File: src/design/pbws_pkg.sv
`default_nettype none
// ----------------------------------------------------------------------------
// pbws_pkg
// Shared types and constants of the protocol-buffer wire field scanner.
// ----------------------------------------------------------------------------
package pbws_pkg;

  localparam int unsigned APB_ADDR_W = 3;
  localparam logic [APB_ADDR_W-1:0] ADDR_MAX_LENGTH = 3'd0;
  localparam logic [31:0] MAX_LENGTH_RESET = 32'hFFFF_FFFF;

  typedef logic [2:0] kind_t;
  localparam kind_t KIND_VARINT = 3'd0;
  localparam kind_t KIND_FIX64  = 3'd1;
  localparam kind_t KIND_HEADER = 3'd2;
  localparam kind_t KIND_FIX32  = 3'd3;
  localparam kind_t KIND_BYTE   = 3'd4;
  localparam kind_t KIND_ERROR  = 3'd5;

  typedef logic [2:0] err_t;
  localparam err_t ERR_NONE   = 3'd0;
  localparam err_t ERR_TRUNC  = 3'd1;
  localparam err_t ERR_LONG   = 3'd2;
  localparam err_t ERR_NUMBER = 3'd3;
  localparam err_t ERR_WIRE   = 3'd4;
  localparam err_t ERR_LENGTH = 3'd5;

  localparam logic [2:0] WIRE_VARINT = 3'd0;
  localparam logic [2:0] WIRE_FIX64  = 3'd1;
  localparam logic [2:0] WIRE_LEN    = 3'd2;
  localparam logic [2:0] WIRE_FIX32  = 3'd5;

  localparam logic [31:0] FIX64_BYTES = 32'd8;
  localparam logic [31:0] FIX32_BYTES = 32'd4;
  localparam logic [3:0]  VARINT_LAST_IDX = 4'd9;

  typedef struct packed {
    logic [7:0] data_byte;
    logic       end_of_buffer;
  } in_word_t;

  typedef struct packed {
    kind_t       kind;
    logic [28:0] field_number;
    logic [2:0]  wire_type;
    logic [63:0] field_value;
    logic        payload_last;
    err_t        error_code;
    logic        buffer_done;
  } result_t;

endpackage
`default_nettype wire

File: src/design/pbws_if.sv
`default_nettype none
// ----------------------------------------------------------------------------
// pbws_if
// Valid/ready channels for input bytes and scanner results.
// ----------------------------------------------------------------------------
interface pbws_in_if;
  logic       valid;
  logic       ready;
  logic [7:0] data_byte;
  logic       end_of_buffer;

  modport source (output valid, data_byte, end_of_buffer, input ready);
  modport sink (input valid, data_byte, end_of_buffer, output ready);
endinterface

interface pbws_out_if;
  logic        valid;
  logic        ready;
  logic [2:0]  kind;
  logic [28:0] field_number;
  logic [2:0]  wire_type;
  logic [63:0] field_value;
  logic        payload_last;
  logic [2:0]  error_code;
  logic        buffer_done;

  modport source (output valid, kind, field_number, wire_type, field_value, payload_last,
                  error_code, buffer_done, input ready);
  modport sink (input valid, kind, field_number, wire_type, field_value, payload_last,
                error_code, buffer_done, output ready);
endinterface
`default_nettype wire

File: src/design/pbws_cfg.sv
`default_nettype none
// ----------------------------------------------------------------------------
// pbws_cfg
// APB register file holding the maximum admitted length.
// ----------------------------------------------------------------------------
module pbws_cfg (
  input  wire logic                            clk,
  input  wire logic                            rst,
  input  wire logic                            psel,
  input  wire logic                            penable,
  input  wire logic                            pwrite,
  input  wire logic [pbws_pkg::APB_ADDR_W-1:0] paddr,
  input  wire logic [31:0]                     pwdata,
  output logic      [31:0]                     prdata,
  output logic                                 pready,
  output logic      [31:0]                     max_length
);

  logic wr_en;
  logic sel_max_length;

  assign pready = 1'b1;
  assign sel_max_length = (paddr[pbws_pkg::APB_ADDR_W-1:2] ==
                           pbws_pkg::ADDR_MAX_LENGTH[pbws_pkg::APB_ADDR_W-1:2]);
  assign wr_en  = psel && penable && pwrite && sel_max_length;

  always_ff @(posedge clk) begin
    if (rst) begin
      max_length <= pbws_pkg::MAX_LENGTH_RESET;
    end else if (wr_en) begin
      max_length <= pwdata;
    end
  end

  assign prdata = sel_max_length ? max_length : 32'd0;

endmodule
`default_nettype wire

File: src/design/pbws_core.sv
`default_nettype none
// ----------------------------------------------------------------------------
// pbws_core
// Scanner state and the per-byte step: varint decode, field phases, errors.
// ----------------------------------------------------------------------------
module pbws_core (
  input  wire logic               clk,
  input  wire logic               rst,
  input  wire logic               fire,
  input  wire pbws_pkg::in_word_t in_word,
  input  wire logic [31:0]        max_length,
  output logic                    res_valid,
  output pbws_pkg::result_t       res
);

  typedef enum logic [2:0] {
    PH_KEY,
    PH_VALUE,
    PH_FIXED,
    PH_LENGTH,
    PH_PAYLOAD
  } phase_t;

  phase_t      phase, phase_next;
  logic [63:0] acc, acc_next;
  logic [3:0]  vcount, vcount_next;
  logic [28:0] cur_field, cur_field_next;
  logic [2:0]  cur_wire, cur_wire_next;
  logic [31:0] bytes_left, bytes_left_next;
  logic        error_hold, error_hold_next;

  logic        eob;
  logic [7:0]  b;
  logic [5:0]  shamt;
  logic [63:0] acc_v;
  logic [3:0]  vcount_v;
  logic        v_done, v_bad;
  logic [31:0] bl_dec;
  logic [2:0]  key_wire;
  logic        do_fin, do_fail, do_emit, do_clear;
  pbws_pkg::err_t  fail_code;
  pbws_pkg::kind_t out_kind;
  logic [63:0] out_value;
  logic        out_last;

  assign eob   = in_word.end_of_buffer;
  assign b     = in_word.data_byte;
  assign shamt = {2'b00, vcount} * 6'd7;
  assign bl_dec = (bytes_left != 32'd0) ? bytes_left - 32'd1 : 32'd0;
  assign key_wire = acc_v[2:0];

  // One varint byte folded into the accumulator.
  always_comb begin
    if (vcount >= pbws_pkg::VARINT_LAST_IDX) begin
      v_bad    = (b[7:1] != 7'd0);
      v_done   = !v_bad;
      acc_v    = acc | {b[0], 63'd0};
      vcount_v = 4'd0;
    end else begin
      v_bad    = 1'b0;
      v_done   = !b[7];
      acc_v    = acc | ({57'd0, b[6:0]} << shamt);
      vcount_v = v_done ? 4'd0 : vcount + 4'd1;
    end
  end

  always_comb begin
    phase_next      = phase;
    acc_next        = acc;
    vcount_next     = vcount;
    cur_field_next  = cur_field;
    cur_wire_next   = cur_wire;
    bytes_left_next = bytes_left;
    error_hold_next = error_hold;
    do_fin    = 1'b0;
    do_fail   = 1'b0;
    do_emit   = 1'b0;
    do_clear  = 1'b0;
    fail_code = pbws_pkg::ERR_NONE;
    out_kind  = pbws_pkg::KIND_VARINT;
    out_value = 64'd0;
    out_last  = 1'b0;

    if (fire) begin
      if (error_hold) begin
        do_clear = eob;
      end else if (phase == PH_FIXED || phase == PH_PAYLOAD) begin
        if (bl_dec == 32'd0) begin
          do_fin = 1'b1;
          if (phase == PH_PAYLOAD) begin
            out_kind  = pbws_pkg::KIND_BYTE;
            out_value = {56'd0, b};
            out_last  = 1'b1;
          end else begin
            out_kind = (cur_wire == pbws_pkg::WIRE_FIX64) ? pbws_pkg::KIND_FIX64
                                                         : pbws_pkg::KIND_FIX32;
          end
        end else if (eob) begin
          do_fail   = 1'b1;
          fail_code = pbws_pkg::ERR_TRUNC;
        end else begin
          bytes_left_next = bl_dec;
          if (phase == PH_PAYLOAD) begin
            do_emit   = 1'b1;
            out_kind  = pbws_pkg::KIND_BYTE;
            out_value = {56'd0, b};
          end
        end
      end else begin
        acc_next    = acc_v;
        vcount_next = vcount_v;
        if (v_bad) begin
          do_fail   = 1'b1;
          fail_code = pbws_pkg::ERR_LONG;
        end else if (!v_done) begin
          if (eob) begin
            do_fail   = 1'b1;
            fail_code = pbws_pkg::ERR_TRUNC;
          end
        end else begin
          case (phase)
            PH_VALUE: begin
              do_fin    = 1'b1;
              out_kind  = pbws_pkg::KIND_VARINT;
              out_value = acc_v;
            end
            PH_LENGTH: begin
              acc_next = 64'd0;
              out_kind = pbws_pkg::KIND_HEADER;
              if (acc_v[63:32] != 32'd0 || acc_v[31:0] > max_length) begin
                do_fail   = 1'b1;
                fail_code = pbws_pkg::ERR_LENGTH;
              end else if (acc_v == 64'd0) begin
                do_fin = 1'b1;
              end else if (eob) begin
                do_fail   = 1'b1;
                fail_code = pbws_pkg::ERR_TRUNC;
              end else begin
                do_emit         = 1'b1;
                out_value       = acc_v;
                bytes_left_next = acc_v[31:0];
                phase_next      = PH_PAYLOAD;
              end
            end
            default: begin
              acc_next = 64'd0;
              if (acc_v[63:3] == 61'd0 || acc_v[63:32] != 32'd0) begin
                do_fail   = 1'b1;
                fail_code = pbws_pkg::ERR_NUMBER;
              end else if (!(key_wire inside {pbws_pkg::WIRE_VARINT, pbws_pkg::WIRE_FIX64,
                                              pbws_pkg::WIRE_LEN, pbws_pkg::WIRE_FIX32})) begin
                do_fail   = 1'b1;
                fail_code = pbws_pkg::ERR_WIRE;
              end else if (eob) begin
                do_fail   = 1'b1;
                fail_code = pbws_pkg::ERR_TRUNC;
              end else begin
                cur_field_next = acc_v[31:3];
                cur_wire_next  = key_wire;
                if (key_wire == pbws_pkg::WIRE_VARINT) begin
                  phase_next = PH_VALUE;
                end else if (key_wire == pbws_pkg::WIRE_LEN) begin
                  phase_next = PH_LENGTH;
                end else begin
                  phase_next      = PH_FIXED;
                  bytes_left_next = (key_wire == pbws_pkg::WIRE_FIX64) ? pbws_pkg::FIX64_BYTES
                                                                       : pbws_pkg::FIX32_BYTES;
                end
              end
            end
          endcase
        end
      end
    end

    if (do_fin) begin
      if (eob) begin
        do_clear = 1'b1;
      end else begin
        phase_next      = PH_KEY;
        acc_next        = 64'd0;
        bytes_left_next = 32'd0;
      end
    end
    if (do_fail) begin
      if (eob) begin
        do_clear = 1'b1;
      end else begin
        error_hold_next = 1'b1;
      end
    end
    if (do_clear) begin
      phase_next      = PH_KEY;
      acc_next        = 64'd0;
      vcount_next     = 4'd0;
      cur_field_next  = 29'd0;
      cur_wire_next   = 3'd0;
      bytes_left_next = 32'd0;
      error_hold_next = 1'b0;
    end

    res_valid        = do_fin || do_fail || do_emit;
    res.kind         = do_fail ? pbws_pkg::KIND_ERROR : out_kind;
    res.field_number = do_fail ? 29'd0 : cur_field;
    res.wire_type    = do_fail ? 3'd0 : cur_wire;
    res.field_value  = do_fail ? 64'd0 : out_value;
    res.payload_last = do_fail ? 1'b0 : out_last;
    res.error_code   = fail_code;
    res.buffer_done  = do_fail || (do_fin && eob);
  end

  always_ff @(posedge clk) begin
    if (rst) begin
      phase      <= PH_KEY;
      acc        <= 64'd0;
      vcount     <= 4'd0;
      cur_field  <= 29'd0;
      cur_wire   <= 3'd0;
      bytes_left <= 32'd0;
      error_hold <= 1'b0;
    end else begin
      phase      <= phase_next;
      acc        <= acc_next;
      vcount     <= vcount_next;
      cur_field  <= cur_field_next;
      cur_wire   <= cur_wire_next;
      bytes_left <= bytes_left_next;
      error_hold <= error_hold_next;
    end
  end

endmodule
`default_nettype wire

File: src/design/protobuf_wire_field_scanner_unit.sv
`default_nettype none
// ----------------------------------------------------------------------------
// protobuf_wire_field_scanner_unit
// Byte-serial protocol-buffer wire-format field scanner.
// ----------------------------------------------------------------------------
// The unit takes one message byte per cycle, sustained, while the output is not
// stalled. Each accepted byte is captured in an input register; the scanner step
// then updates the field state and writes any result into the output register.
// The rate is set by that state update, which every byte passes through in
// order. While a result waits at the output, the input register still takes
// one more word and then holds it until the result is taken. No clearing pass
// follows reset.
module protobuf_wire_field_scanner_unit (
  input  wire logic                            clk,
  input  wire logic                            rst,
  pbws_in_if.sink                              rx,
  pbws_out_if.source                           tx,
  input  wire logic                            psel,
  input  wire logic                            penable,
  input  wire logic                            pwrite,
  input  wire logic [pbws_pkg::APB_ADDR_W-1:0] paddr,
  input  wire logic [31:0]                     pwdata,
  output logic      [31:0]                     prdata,
  output logic                                 pready
);

  logic               in_full;
  pbws_pkg::in_word_t in_q;
  logic               out_full;
  pbws_pkg::result_t  out_q;
  logic               out_free;
  logic               fire;
  logic               res_valid;
  pbws_pkg::result_t  res;
  logic [31:0]        max_length;

  pbws_cfg u_cfg (
    .clk        (clk),
    .rst        (rst),
    .psel       (psel),
    .penable    (penable),
    .pwrite     (pwrite),
    .paddr      (paddr),
    .pwdata     (pwdata),
    .prdata     (prdata),
    .pready     (pready),
    .max_length (max_length)
  );

  pbws_core u_core (
    .clk        (clk),
    .rst        (rst),
    .fire       (fire),
    .in_word    (in_q),
    .max_length (max_length),
    .res_valid  (res_valid),
    .res        (res)
  );

  assign out_free = !out_full || tx.ready;
  assign fire     = in_full && out_free;
  assign rx.ready = !in_full || fire;

  always_ff @(posedge clk) begin
    if (rst) begin
      in_full  <= 1'b0;
      out_full <= 1'b0;
    end else begin
      if (rx.valid && rx.ready) begin
        in_full <= 1'b1;
      end else if (fire) begin
        in_full <= 1'b0;
      end
      if (fire) begin
        out_full <= res_valid;
      end else if (tx.ready) begin
        out_full <= 1'b0;
      end
    end
  end

  always_ff @(posedge clk) begin
    if (rx.valid && rx.ready) begin
      in_q.data_byte     <= rx.data_byte;
      in_q.end_of_buffer <= rx.end_of_buffer;
    end
    if (fire && res_valid) begin
      out_q <= res;
    end
  end

  assign tx.valid        = out_full;
  assign tx.kind         = out_q.kind;
  assign tx.field_number = out_q.field_number;
  assign tx.wire_type    = out_q.wire_type;
  assign tx.field_value  = out_q.field_value;
  assign tx.payload_last = out_q.payload_last;
  assign tx.error_code   = out_q.error_code;
  assign tx.buffer_done  = out_q.buffer_done;

  // A buffered byte that cannot advance must still be held next cycle.
  a_in_kept: assert property (@(posedge clk) disable iff (rst)
    (in_full && !out_free) |=> in_full)
    else $error("input word dropped while output was stalled");

  a_err_fields: assert property (@(posedge clk) disable iff (rst)
    (out_full && out_q.kind == pbws_pkg::KIND_ERROR) |->
      (out_q.buffer_done && out_q.field_value == 64'd0 && out_q.field_number == 29'd0))
    else $error("error result carries field data or does not close the buffer");

  a_last_on_byte: assert property (@(posedge clk) disable iff (rst)
    (out_full && out_q.payload_last) |->
      (out_q.kind == pbws_pkg::KIND_BYTE && out_q.error_code == pbws_pkg::ERR_NONE))
    else $error("payload_last set on a result that is not a payload byte");

endmodule
`default_nettype wire
File: src/flat_wrapper.sv
// flat-port wrapper written by rule: the top's interface ports become plain ports
module protobuf_wire_field_scanner_unit_flat 
  (clk, rst, psel, penable, pwrite, paddr, pwdata, prdata, pready, rx_valid, rx_data_byte, rx_end_of_buffer, rx_ready, tx_valid, tx_kind, tx_field_number, tx_wire_type, tx_field_value, tx_payload_last, tx_error_code, tx_buffer_done, tx_ready);
  pbws_in_if rx_i ();
  pbws_out_if tx_i ();
  input  wire logic clk;
  input  wire logic rst;
  input  wire logic psel;
  input  wire logic penable;
  input  wire logic pwrite;
  input  wire logic [pbws_pkg::APB_ADDR_W-1:0] paddr;
  input  wire logic [31:0] pwdata;
  output logic      [31:0] prdata;
  output logic pready;
  input wire logic [$bits(rx_i.valid)-1:0] rx_valid;
  input wire logic [$bits(rx_i.data_byte)-1:0] rx_data_byte;
  input wire logic [$bits(rx_i.end_of_buffer)-1:0] rx_end_of_buffer;
  output wire logic [$bits(rx_i.ready)-1:0] rx_ready;
  output wire logic [$bits(tx_i.valid)-1:0] tx_valid;
  output wire logic [$bits(tx_i.kind)-1:0] tx_kind;
  output wire logic [$bits(tx_i.field_number)-1:0] tx_field_number;
  output wire logic [$bits(tx_i.wire_type)-1:0] tx_wire_type;
  output wire logic [$bits(tx_i.field_value)-1:0] tx_field_value;
  output wire logic [$bits(tx_i.payload_last)-1:0] tx_payload_last;
  output wire logic [$bits(tx_i.error_code)-1:0] tx_error_code;
  output wire logic [$bits(tx_i.buffer_done)-1:0] tx_buffer_done;
  input wire logic [$bits(tx_i.ready)-1:0] tx_ready;
  assign rx_i.valid = rx_valid;
  assign rx_i.data_byte = rx_data_byte;
  assign rx_i.end_of_buffer = rx_end_of_buffer;
  assign rx_ready = rx_i.ready;
  assign tx_valid = tx_i.valid;
  assign tx_kind = tx_i.kind;
  assign tx_field_number = tx_i.field_number;
  assign tx_wire_type = tx_i.wire_type;
  assign tx_field_value = tx_i.field_value;
  assign tx_payload_last = tx_i.payload_last;
  assign tx_error_code = tx_i.error_code;
  assign tx_buffer_done = tx_i.buffer_done;
  assign tx_i.ready = tx_ready;
  protobuf_wire_field_scanner_unit u_core (.clk(clk), .rst(rst), .rx(rx_i), .tx(tx_i), .psel(psel), .penable(penable), .pwrite(pwrite), .paddr(paddr), .pwdata(pwdata), .prdata(prdata), .pready(pready));
endmodule
File: config.mk
export PLATFORM = sky130hd
export DESIGN_NAME = protobuf_wire_field_scanner_unit_flat
export DESIGN_NICKNAME = d
export VERILOG_FILES = /design/src/design/pbws_pkg.sv /design/src/design/pbws_if.sv /design/src/design/pbws_cfg.sv /design/src/design/pbws_core.sv /design/src/design/protobuf_wire_field_scanner_unit.sv /design/src/flat_wrapper.sv
export SDC_FILE = /design/constraint.sdc
export NUM_CORES = 1
export LEC_CHECK = 0
export ABC_AREA = 1
export ABC_CLOCK_PERIOD_IN_PS = 8400
export BUFFER_PORTS_ARGS = -buffer_cell sky130_fd_sc_hd__buf_4
export CAP_MARGIN = 30
export CORE_ASPECT_RATIO = 1.1
export CORE_MARGIN = 2
export CORE_UTILIZATION = 52
export CTS_CLUSTER_DIAMETER = 200
export CTS_CLUSTER_SIZE = 24
export DETAILED_ROUTE_END_ITERATION = 10
export PLACE_DENSITY = 0.81
export SETUP_SLACK_MARGIN = 0.05
export SYNTH_ARGS = -nofsm -noshare
export SYNTH_HDL_FRONTEND = slang
export SYNTH_SLANG_ARGS = --single-unit
File: constraint.sdc
create_clock -name clk -period 8.4 [get_ports clk]
set_clock_uncertainty 0.2 [all_clocks]
set_input_delay 0.42 -clock clk [delete_from_list [all_inputs] [get_ports clk]]
set_output_delay 0.42 -clock clk [all_outputs]
set_load 0.05 [all_outputs]
; Word-level counts from Yosys, hierarchy flattened
; Cells that the tools add are included.
[totals]
register_bits = 283
in_bits = 51
word_cells = 206
[classes]
addsub = 2
n_mul = 1
order_cmp = 2
eq_ne = 8
shifts = 1
mux = 124
n_bitwise = 11
n_reduce_logical = 37
[op_table]
columns = operator, count
row1 = $mux 64, 17
row2 = $mux 32, 19
row3 = $or 64x64->64, 2
row4 = $pmux 64 s2, 1
row5 = $mux 3, 27
row6 = $logic_not 64->1, 1
row7 = $pmux 32 s2, 1
row8 = $reduce_bool 32->1, 2
row9 = $shl 7x6->64, 1
row10 = $logic_not 61->1, 1
row11 = $mux 1, 46
row12 = $gt 32x32->1, 1
row13 = $logic_not 32->1, 1
row14 = $sub 32x1->32 const B, 1
row15 = $mux 4, 3
row16 = $pmux 3 s2, 2
row17 = $mux 2, 5
row18 = $eq 3x1->1 const B, 3
row19 = $eq 3x2->1 const B, 3
row20 = $not 1->1, 9
row21 = $reduce_and 9->1, 1
row22 = $logic_or 1x1->1, 8
row23 = $mux 8, 1
row24 = $logic_and 1x1->1, 7
row25 = 15 further kinds, 23

; Logic depth before layout (Yosys ltp)
; Gate-level depths: netlist of run 1.
[logic_depth]
ltp_word = 19
mapped_depth = 34
mapped_depth_nobuf = 31

; Cells and area by module
; From an unflattened synthesis of run 1, not the netlist that was laid out.
[hier_totals]
cells_unflattened = 2348
area_unflattened_um2 = 16696.0
[modules_own_cells]
columns = mod, instances, cells_per_inst, area_per_inst_um2, seq_area_each_um2
row1 = pbws_core, 1, 2001, 11712.5, 2722.6
row2 = protobuf_wire_field_scanner_unit, 1, 131, 3502.1, 3433.3
row3 = pbws_cfg, 1, 216, 1481.4, 640.6

; Worst setup path after synthesis of run 1
; OpenSTA, ideal clock, no wires.
[synth_timing]
path_kind = flip-flop to flip-flop
from = reg u_core.u_core.vcount[2]
to = reg u_core.out_q (netlist bit u_core.tx.buffer_done) (enable)
setup_time_ps = 1217
t_arrival_ps = 6623
t_required_ps = 6983
slack_ps = 361
path_stages_with_launch = 28
n_path_buf = 2
cell_sequence = dfxtp_1 -> inv_1 -> fa_1 -> inv_1 -> ha_1 -> inv_1 -> fa_1 -> buf_2 -> buf_1 -> nand3_1 -> nand3_1 -> nor2_1 -> nor2_2 -> inv_1 -> ha_1 -> a21oi_1 -> o21a_1 -> o221ai_1 -> nand2_1 -> nand4_1 -> nand2_1 -> nand3_2 -> nand3_1 -> nor2_1 -> nor2_1 -> nand2_1 -> nand2_2 -> nand3_1
[synth_between]
word_cells_on_any_way = 47
classes_between = mul: 1 / order compare: 2 / eq/ne: 3 / shift: 1 / mux: 29 / bitwise: 1 / reduce/logical: 10
[synth_rtl]
columns = item, line
row1 = "start, declared", pbws_core.sv:26  ; logic [3:0] vcount, vcount_next;
row2 = "start signal, assigned", pbws_core.sv:224  ; vcount <= vcount_next;
row3 = $mul 4x3->6, pbws_core.sv:48  ; assign shamt = {2'b00, vcount} * 6'd7;
row4 = $shl 7x6->64, pbws_core.sv:62  ; acc_v = acc | ({57'd0, b[6:0]} << shamt);
row5 = $or 64x64->64, pbws_core.sv:62
row6 = $mux 64 (*), pbws_core.sv:54  ; if (vcount >= pbws_pkg::VARINT_LAST_IDX) begin
row7 = net u_core.u_core.acc_v[9], pbws_core.sv:35  ; logic [63:0] acc_v;
row8 = $gt 32x32->1 (tied with other cells), pbws_core.sv:130  ; if (acc_v[63:32] != 32'd0 || acc_v[31:0] > max_length) begin
row9 = $logic_or 1x1->1 (tied with other cells), pbws_core.sv:130
row10 = $mux 1 (on tied branches), "pbws_core.sv:130, pbws_core.sv:147"
row11 = $pmux 1 s2, pbws_core.sv:121  ; case (phase)
row12 = $mux 1, pbws_core.sv:115  ; end else if (!v_done) begin
row13 = $mux 1, pbws_core.sv:112  ; if (v_bad) begin
row14 = $mux 1, pbws_core.sv:87  ; end else if (phase == PH_FIXED || phase == PH_PAYLOAD) begin
row15 = $mux 1, pbws_core.sv:85  ; if (error_hold) begin
row16 = $mux 1, pbws_core.sv:84  ; if (fire) begin
row17 = $logic_or 1x1->1, pbws_core.sv:202  ; res_valid = do_fin || do_fail || do_emit;
row18 = $logic_or 1x1->1 (*), pbws_core.sv:202
row19 = $logic_and 1x1->1 (*), protobuf_wire_field_scanner_unit.sv:87  ; if (fire && res_valid) begin
row20 = "end signal, assigned", protobuf_wire_field_scanner_unit.sv:88  ; out_q <= res;
row21 = "end, declared", protobuf_wire_field_scanner_unit.sv:30  ; pbws_pkg::result_t out_q;
; The timed path passes the listed nets; every way through them passes the cells marked *.
; A chain may end at the register's enable or synchronous reset.

; Worst setup path after layout of run 1
[layout_timing]
from = reg u_core.u_core.vcount[0]
to = reg u_core.out_q (netlist bit u_core.tx.field_number[13]) (enable)
; The elaborated chain is that of the path after synthesis.

==> flow_summary.toml, run 1 <==
[logic_synthesis]
yosysTopAreaCell = "dfxtp_1"
ys.warnings.count = 0
synth_area_sq_um = 16100
postSynth.asyncResetShare = 0
avgSynthCellArea_sq_um = 7.26
netlist_instances = 2222
ys_ff_latch = 283
synthesis.nets = 2320
synth_area_leaders = "dfxtp_1, edfxtp_1, nor2_1"
synthDistinctLibCells = 56
synthFlopType = "dfxtp_1"
synth_seq_area_share = 0.421
synth_edf_count = 113
yosysTopAreaCellShare = 0.211

[status]
outcome = "completed"

[die]
fp.dieArea_sq_um = 32500
std_cell_rows = 67
die_y_um = 189
core_sq_um = 30500
die_width_um = 172
io_pins = 190
start_util = 0.529

[setup_path]
worst_path_most_repeated_cell = "nand2_1"
critical_path_class = "reg2reg"
cp_max_fo = 45
r2r_cells = 28
start_kind = "flop"
r2r_setup_slack_ns = 1.24
crit_required_ns = 8.42
critPathSlowestCell = "dfxtp_1"
max_stage_delay_ns = 0.59
end_kind = "flop"
rr_startpoint = "u_core.u_core.vcount[0]"
r2r-end = "u_core.tx.field_number[13]"
worstPathArrival_ns = 7.17

[pwr]
power_leakage_nw = 8.32
p_int_mw = 2.08
power_frac_comb = 0.286
p_seq_frac = 0.464
ir_drop_v = 0.000150
power_switching_mw = 1.16
total_power_mw = 3.24
power-per-cell-area_nw_per_um2 = 173
p_sw_frac = 0.358
pwr-share-clk = 0.249

[route]
firstDrtPassIters = 6
wl_met1_um = 20700
route.met2.wl_um = 27100
routed_wl_um = 55200
wl_per_cell_um = 19.5
ant_nets = 0
route.met3.wl_um = 4200
viasPerCell = 5.70
dr_total_vias = 16100
drtIter0Drc = 1561
route.detailed.drc = 0
highest_layer = "met4"

[cts]
root_buffer = "clkbuf_16"
cts_resized = 0
clk_latency_ns = 0.52
path_clk_slew_ns = 0.11
htreeDepth = 1
clock_sinks = 283
numCtsBuffers = 15
clockBufferDepth = 3
cts_tree = "done"

[global_route]
overflow = 0
first_global_vias = 15300
grt_pass1_wl_um = 84100
grt_antenna_before_repair = 0
grt_util_all_layers = 0.335
grt_max_degree = 66

[placed_design]
dpl.hpwl_um = 39800
gp_congestion = 0.984
io_buffers = 186

[worst_hold_path]
hold_path.class = "in2reg"
hp-start = "tx_ready"
hold-path-endpoint = "u_core.tx.valid"
holdPathStages = 6

[final_layout]
drive_gt1_frac = 0.128
layout_commonest_cell = "nor2_1"
fillerInstances = 2741
final-seq-area_sq_um = 6800
synthToLayoutAreaGrowth_pct = 16.4
fin_nets = 2507
mostFrequentLayoutCells = "nor2_1, nand2_1, inv_1, buf_4, dfxtp_1"
multiInputGateArea_sq_um = 7880

[sta]
fin_crit_sh = 0.852
slew_headroom = 0.275
tightest_slew_ns = 1.09
finalSetupViolCount = 0
hold_viol_final = 0
min_period_ns = 7.16
finalSetupTns_ns = 0
slew_viol_final = 0
rsz0062_at_grt = "false"
fmax_mhz = 140

[job]
cap_violations = 0
-- cells by family after synthesis --
logic type               Yosys count  share of synthesized area
buffers and inverters            364                     0.0925
AO/OA/AOI/OAI                    350                      0.130
adder cells (fa/ha/maj)           47                     0.0383
AND/OR/NAND/NOR                 1156                      0.305
XOR/XNOR                          21                     0.0126
flip-flops                       283                      0.421
other                              1                   0.000232
-- registers in the layout, indices dropped and copies added, names as in the netlist, 3 cells and up --
register and flops:
u_core.u_cfg.max_length 32, u_core.tx.error_code 3, u_core.tx.field_number 29, u_core.u_core.phase 3, u_core.u_core.bytes_left 32, u_core.u_core.cur_wire 3
u_core.tx.wire_type 3, u_core.u_core.cur_field 29, u_core.in_q 9, u_core.tx.field_value 64, u_core.tx.kind 3, u_core.u_core.acc 64
u_core.u_core.vcount 4
-- cell usage after synthesis (2+ instances only) --
cell      number
nand3_1      142
a22oi_1       12
o221ai_1       3
o21a_1         2
buf_1          5
inv_2         12
o211ai_1      77
o22ai_1       10
dfxtp_1      170
nand4_2        2
o21bai_2       3
nand4_1       48
clkinv_1       7
xor2_1        19
a21oi_2        4
inv_1        251
clkbuf_1      44
nor4_1         8
nand2_1      430
buf_4          5
nor2_4         4
buf_6          7
nor3_1        17
o21ai_1       17
a21oi_1      119
fa_1           4
nand3_2        8
nor2_1       459
nor2_2        16
a31oi_1        2
nand3b_1       2
buf_2         31
or2_2          7
o21ai_0       82
ha_1          43
edfxtp_1     113
nand2_4        2
o21bai_1      13
nand2_2        5
-- layout make-up --
class                           count  share of cell area
Clock buffer                       24              0.0218
Inverter                          271              0.0544
Tap cell                          414              0.0276
Multi-Input combinational cell   1575               0.420
Sequential cell                   283               0.362
Antenna cell                        1            0.000133
Timing Repair Buffer              263               0.114
Clock inverter                      2            0.000866
-- timing repair --
action,4_1_cts,5_1_grt
hold endpoints to repair,42,0
setup buffers,0,0
hold buffers,43,0
-- metrics by stage --
step	utilization	setup slack [ns]	cells	cell area (sq um)	hold WS, ns
after floorplan	-	0.361	2222	16100	0.264
after global placement	0.587	1.50	2762	17900	0.287
after detailed placement	0.587	1.35	2763	17900	0.301
after CTS	0.616	1.33	2832	18800	0.162
after global routing	0.616	0.813	2832	18800	0.224
final	0.616	1.24	2833	18800	0.157
-- critical path, delay by kind of cell (launching register included) --
family,cells,cell delay (ns)
adder cells (fa/ha/maj),4,1.36
buffers and inverters,7,1.50
flip-flops,1,0.59
AND/OR/NAND/NOR,13,2.53
AO/OA/AOI/OAI,4,0.63
-- power by group through the flow --
stage                     Combinational, mW  Sequential, mW  Clock (mW)
final                                 0.928            1.50       0.808
after global routing                  0.996            1.51       0.850
after CTS                             0.914            1.50       0.808
after detailed placement              0.894            1.54           0
after global placement                0.886            1.54           0
after floorplan                       0.511            1.64           0
-- how the worst max path moves through the flow --
stage	from	end	slack [ns]	cells after the start
after floorplan	u_core.u_core.vcount[2]	u_core.tx.buffer_done	0.36	27
after global placement	u_core.u_core.vcount[0]	u_core.tx.field_number[4]	1.50	29
after detailed placement	u_core.u_core.vcount[0]	u_core.tx.field_number[1]	1.35	29
after CTS	u_core.u_core.vcount[0]	u_core.tx.field_value[33]	1.33	29
after global routing	u_core.u_core.vcount[0]	u_core.tx.field_number[19]	0.81	28
final	u_core.u_core.vcount[0]	u_core.tx.field_number[13]	1.24	28
-- layer usage --
layer / vias up / GRT usage
li1: 7646 / -
met1: 7564 / 0.409
met2: 767 / 0.579
met3: 166 / 0.0399
met4: 0 / 0.173
met5: - / 0
No activity file was read; power rests on OpenSTA's default activity.
==> run 2, diff against run 1 <==
==> constraint.sdc (replaced) <==
create_clock -name clk -period 8.4 [get_ports clk]
set_clock_uncertainty 0.2 [all_clocks]
set_input_delay 1.26 -clock clk [delete_from_list [all_inputs] [get_ports clk]]
set_output_delay 1.26 -clock clk [all_outputs]
set_load 0.05 [all_outputs]
==> run 2 against run 1 <==
  * Global-route usage down 1.4 points
  * Sequential share of layout area up 0.88 points
  * Cell count down 1.6%
  * Worst setup slack worse by 0.19 ns
  * Critical path depth unchanged
  * Power down 1.1%
  * Count of clock-buffer cells in the layout unchanged
  * Cell area down 2.4%
  * Clock power down 1%
  * Largest cell class unchanged
==> flow_summary.toml, run 2 (synthesis results as in run 1) <==
[pwr]
p_int_mw = 2.06
pwr-share-clk = 0.250
power-per-cell-area_nw_per_um2 = 175
p_sw_frac = 0.356
power_switching_mw = 1.14
p_seq_frac = 0.470
power_frac_comb = 0.281
ir_drop_v = 0.000163
power_leakage_nw = 8.12

[route]
route.detailed.drc = 0
wl_met1_um = 20100
highest_layer = "met4"
firstDrtPassIters = 6
drtIter0Drc = 1678
route.met2.wl_um = 25900
dr_total_vias = 15900
ant_nets = 0
route.met3.wl_um = 4240
viasPerCell = 5.69
wl_per_cell_um = 19.1
routed_wl_um = 53100

[final_layout]
final_util = 0.601
diodes = 0
fin_nets = 2462
final_cell_area_sq_um = 18300
synthToLayoutAreaGrowth_pct = 13.6
final_cells = 2787
mostFrequentLayoutCells = "nor2_1, nand2_1, inv_1, buf_4, dfxtp_1"
drive_gt1_frac = 0.130
fillerInstances = 2837
layout_commonest_cell = "nor2_1"

[status]
outcome = "completed"

[cts]
path_clk_slew_ns = 0.10
root_buffer = "clkbuf_16"
clk_latency_ns = 0.52
cts_resized = 0
cts_setup_buffers = 0
numCtsBuffers = 15
cts-hold-fix-buffers = 0
htreeDepth = 1
clock_sinks = 283
cts_tree = "done"
clockBufferDepth = 3

[setup_path]
critPathSlowestCell = "dfxtp_1"
worstPathArrival_ns = 7.44
r2r-end = "u_core.tx.field_value[2]"
r2r_setup_slack_ns = 1.05
max_stage_delay_ns = 0.60
rr_startpoint = "u_core.u_core.vcount[0]"
end_kind = "flop"
start_kind = "flop"
crit_required_ns = 8.50
critical_path_class = "reg2reg"
cp_max_fo = 34
r2r_cells = 28
worst_path_most_repeated_cell = "inv_1"

[global_route]
grt_max_degree = 67
grt_pass1_wl_um = 80700
first_global_vias = 14900
overflow = 0
grt_util_all_layers = 0.322
grt_antenna_before_repair = 1

[die]
core_sq_um = 30500
die_width_um = 172
std_cell_rows = 67
start_util = 0.529
io_pins = 190
die_y_um = 189
fp.dieArea_sq_um = 32500

[sta]
min_period_ns = 7.35
rsz0062_at_grt = "false"
whs_ns = 0.326
finalSetupViolCount = 0
hold_viol_final = 0
slew_viol_final = 0
finalSetupTns_ns = 0
fin_crit_sh = 0.874
slew_headroom = 0.359
tightest_slew_ns = 0.960
fmax_mhz = 136

[placed_design]
dpl.hpwl_um = 39000
io_buffers = 186
dpl.cell_count = 2761
place_area_sq_um = 17900
gp_congestion = 0.995

[worst_hold_path]
hold_path.class = "reg2reg"
hold-path-endpoint = "u_core.u_core.phase[0]"
holdPathStages = 2
hp-start = "u_core.u_core.phase[0]"

[job]
cap_violations = 0
[run 2: changes by cell type in the layout (fill, tap and decap cells not counted), sizes merged]
cell,delta
dlygate4sd3,-43
buf,-2
diode,-1
[run 2: worst max path at each step]
stage                                     end                     from  depth (start not counted)
global placement     u_core.tx.field_value[2]  u_core.u_core.vcount[0]                         28
CTS                  u_core.tx.field_value[2]  u_core.u_core.vcount[0]                         28
global route        u_core.tx.field_value[33]  u_core.u_core.vcount[0]                         28
detailed placement   u_core.tx.field_value[2]  u_core.u_core.vcount[0]                         28
floorplan               u_core.tx.buffer_done  u_core.u_core.vcount[2]                         27
finish               u_core.tx.field_value[2]  u_core.u_core.vcount[0]                         28
[run 2: stage by stage]
step / power, mW / setup WS [ns]
2_1_floorplan: 2.15 / 0.361
3_3_place_gp: 2.41 / 1.47
3_5_place_dp: 2.42 / 1.31
4_1_cts: 3.20 / 1.26
5_1_grt: 3.33 / 0.665
6_report: 3.20 / 1.05
[run 2: power groups by stage]
| stage | combinational (mW) | sequential [mW] | clock (mW) |
|---|---|---|---|
| CTS | 0.886 | 1.50 | 0.806 |
| detailed placement | 0.882 | 1.54 | 0 |
| global placement | 0.876 | 1.54 | 0 |
| global route | 0.967 | 1.51 | 0.850 |
| floorplan | 0.511 | 1.64 | 0 |
| finish | 0.900 | 1.50 | 0.800 |
[run 2: area by class of cell]
cell class	count	area [sq um]	area share
inverters	271	1020	0.0557
clock buffers	24	409	0.0223
flip-flops and latches	283	6800	0.371
repair buffers	218	1700	0.0926
clock inverters	2	16.3	0.000887
multi-input cells	1575	7880	0.430
well taps	414	518	0.0282
[run 2: worst max-delay path: cells and delay by family (launching register included)]
family / cells / cell delay (ns)
AOI/OAI and AO/OA: 5 / 0.98
and+or+nand+nor: 10 / 1.90
xor gates and xnor gates: 1 / 0.40
DFF: 1 / 0.60
buffers and inverters: 8 / 1.55
adders and majority gates: 4 / 1.49
[run 2: routing by layer]
layer	track usage	vias to the layer above
li1	-	7574
met1	0.395	7394
met2	0.553	741
met3	0.0380	157
met4	0.164	0
met5	0	-
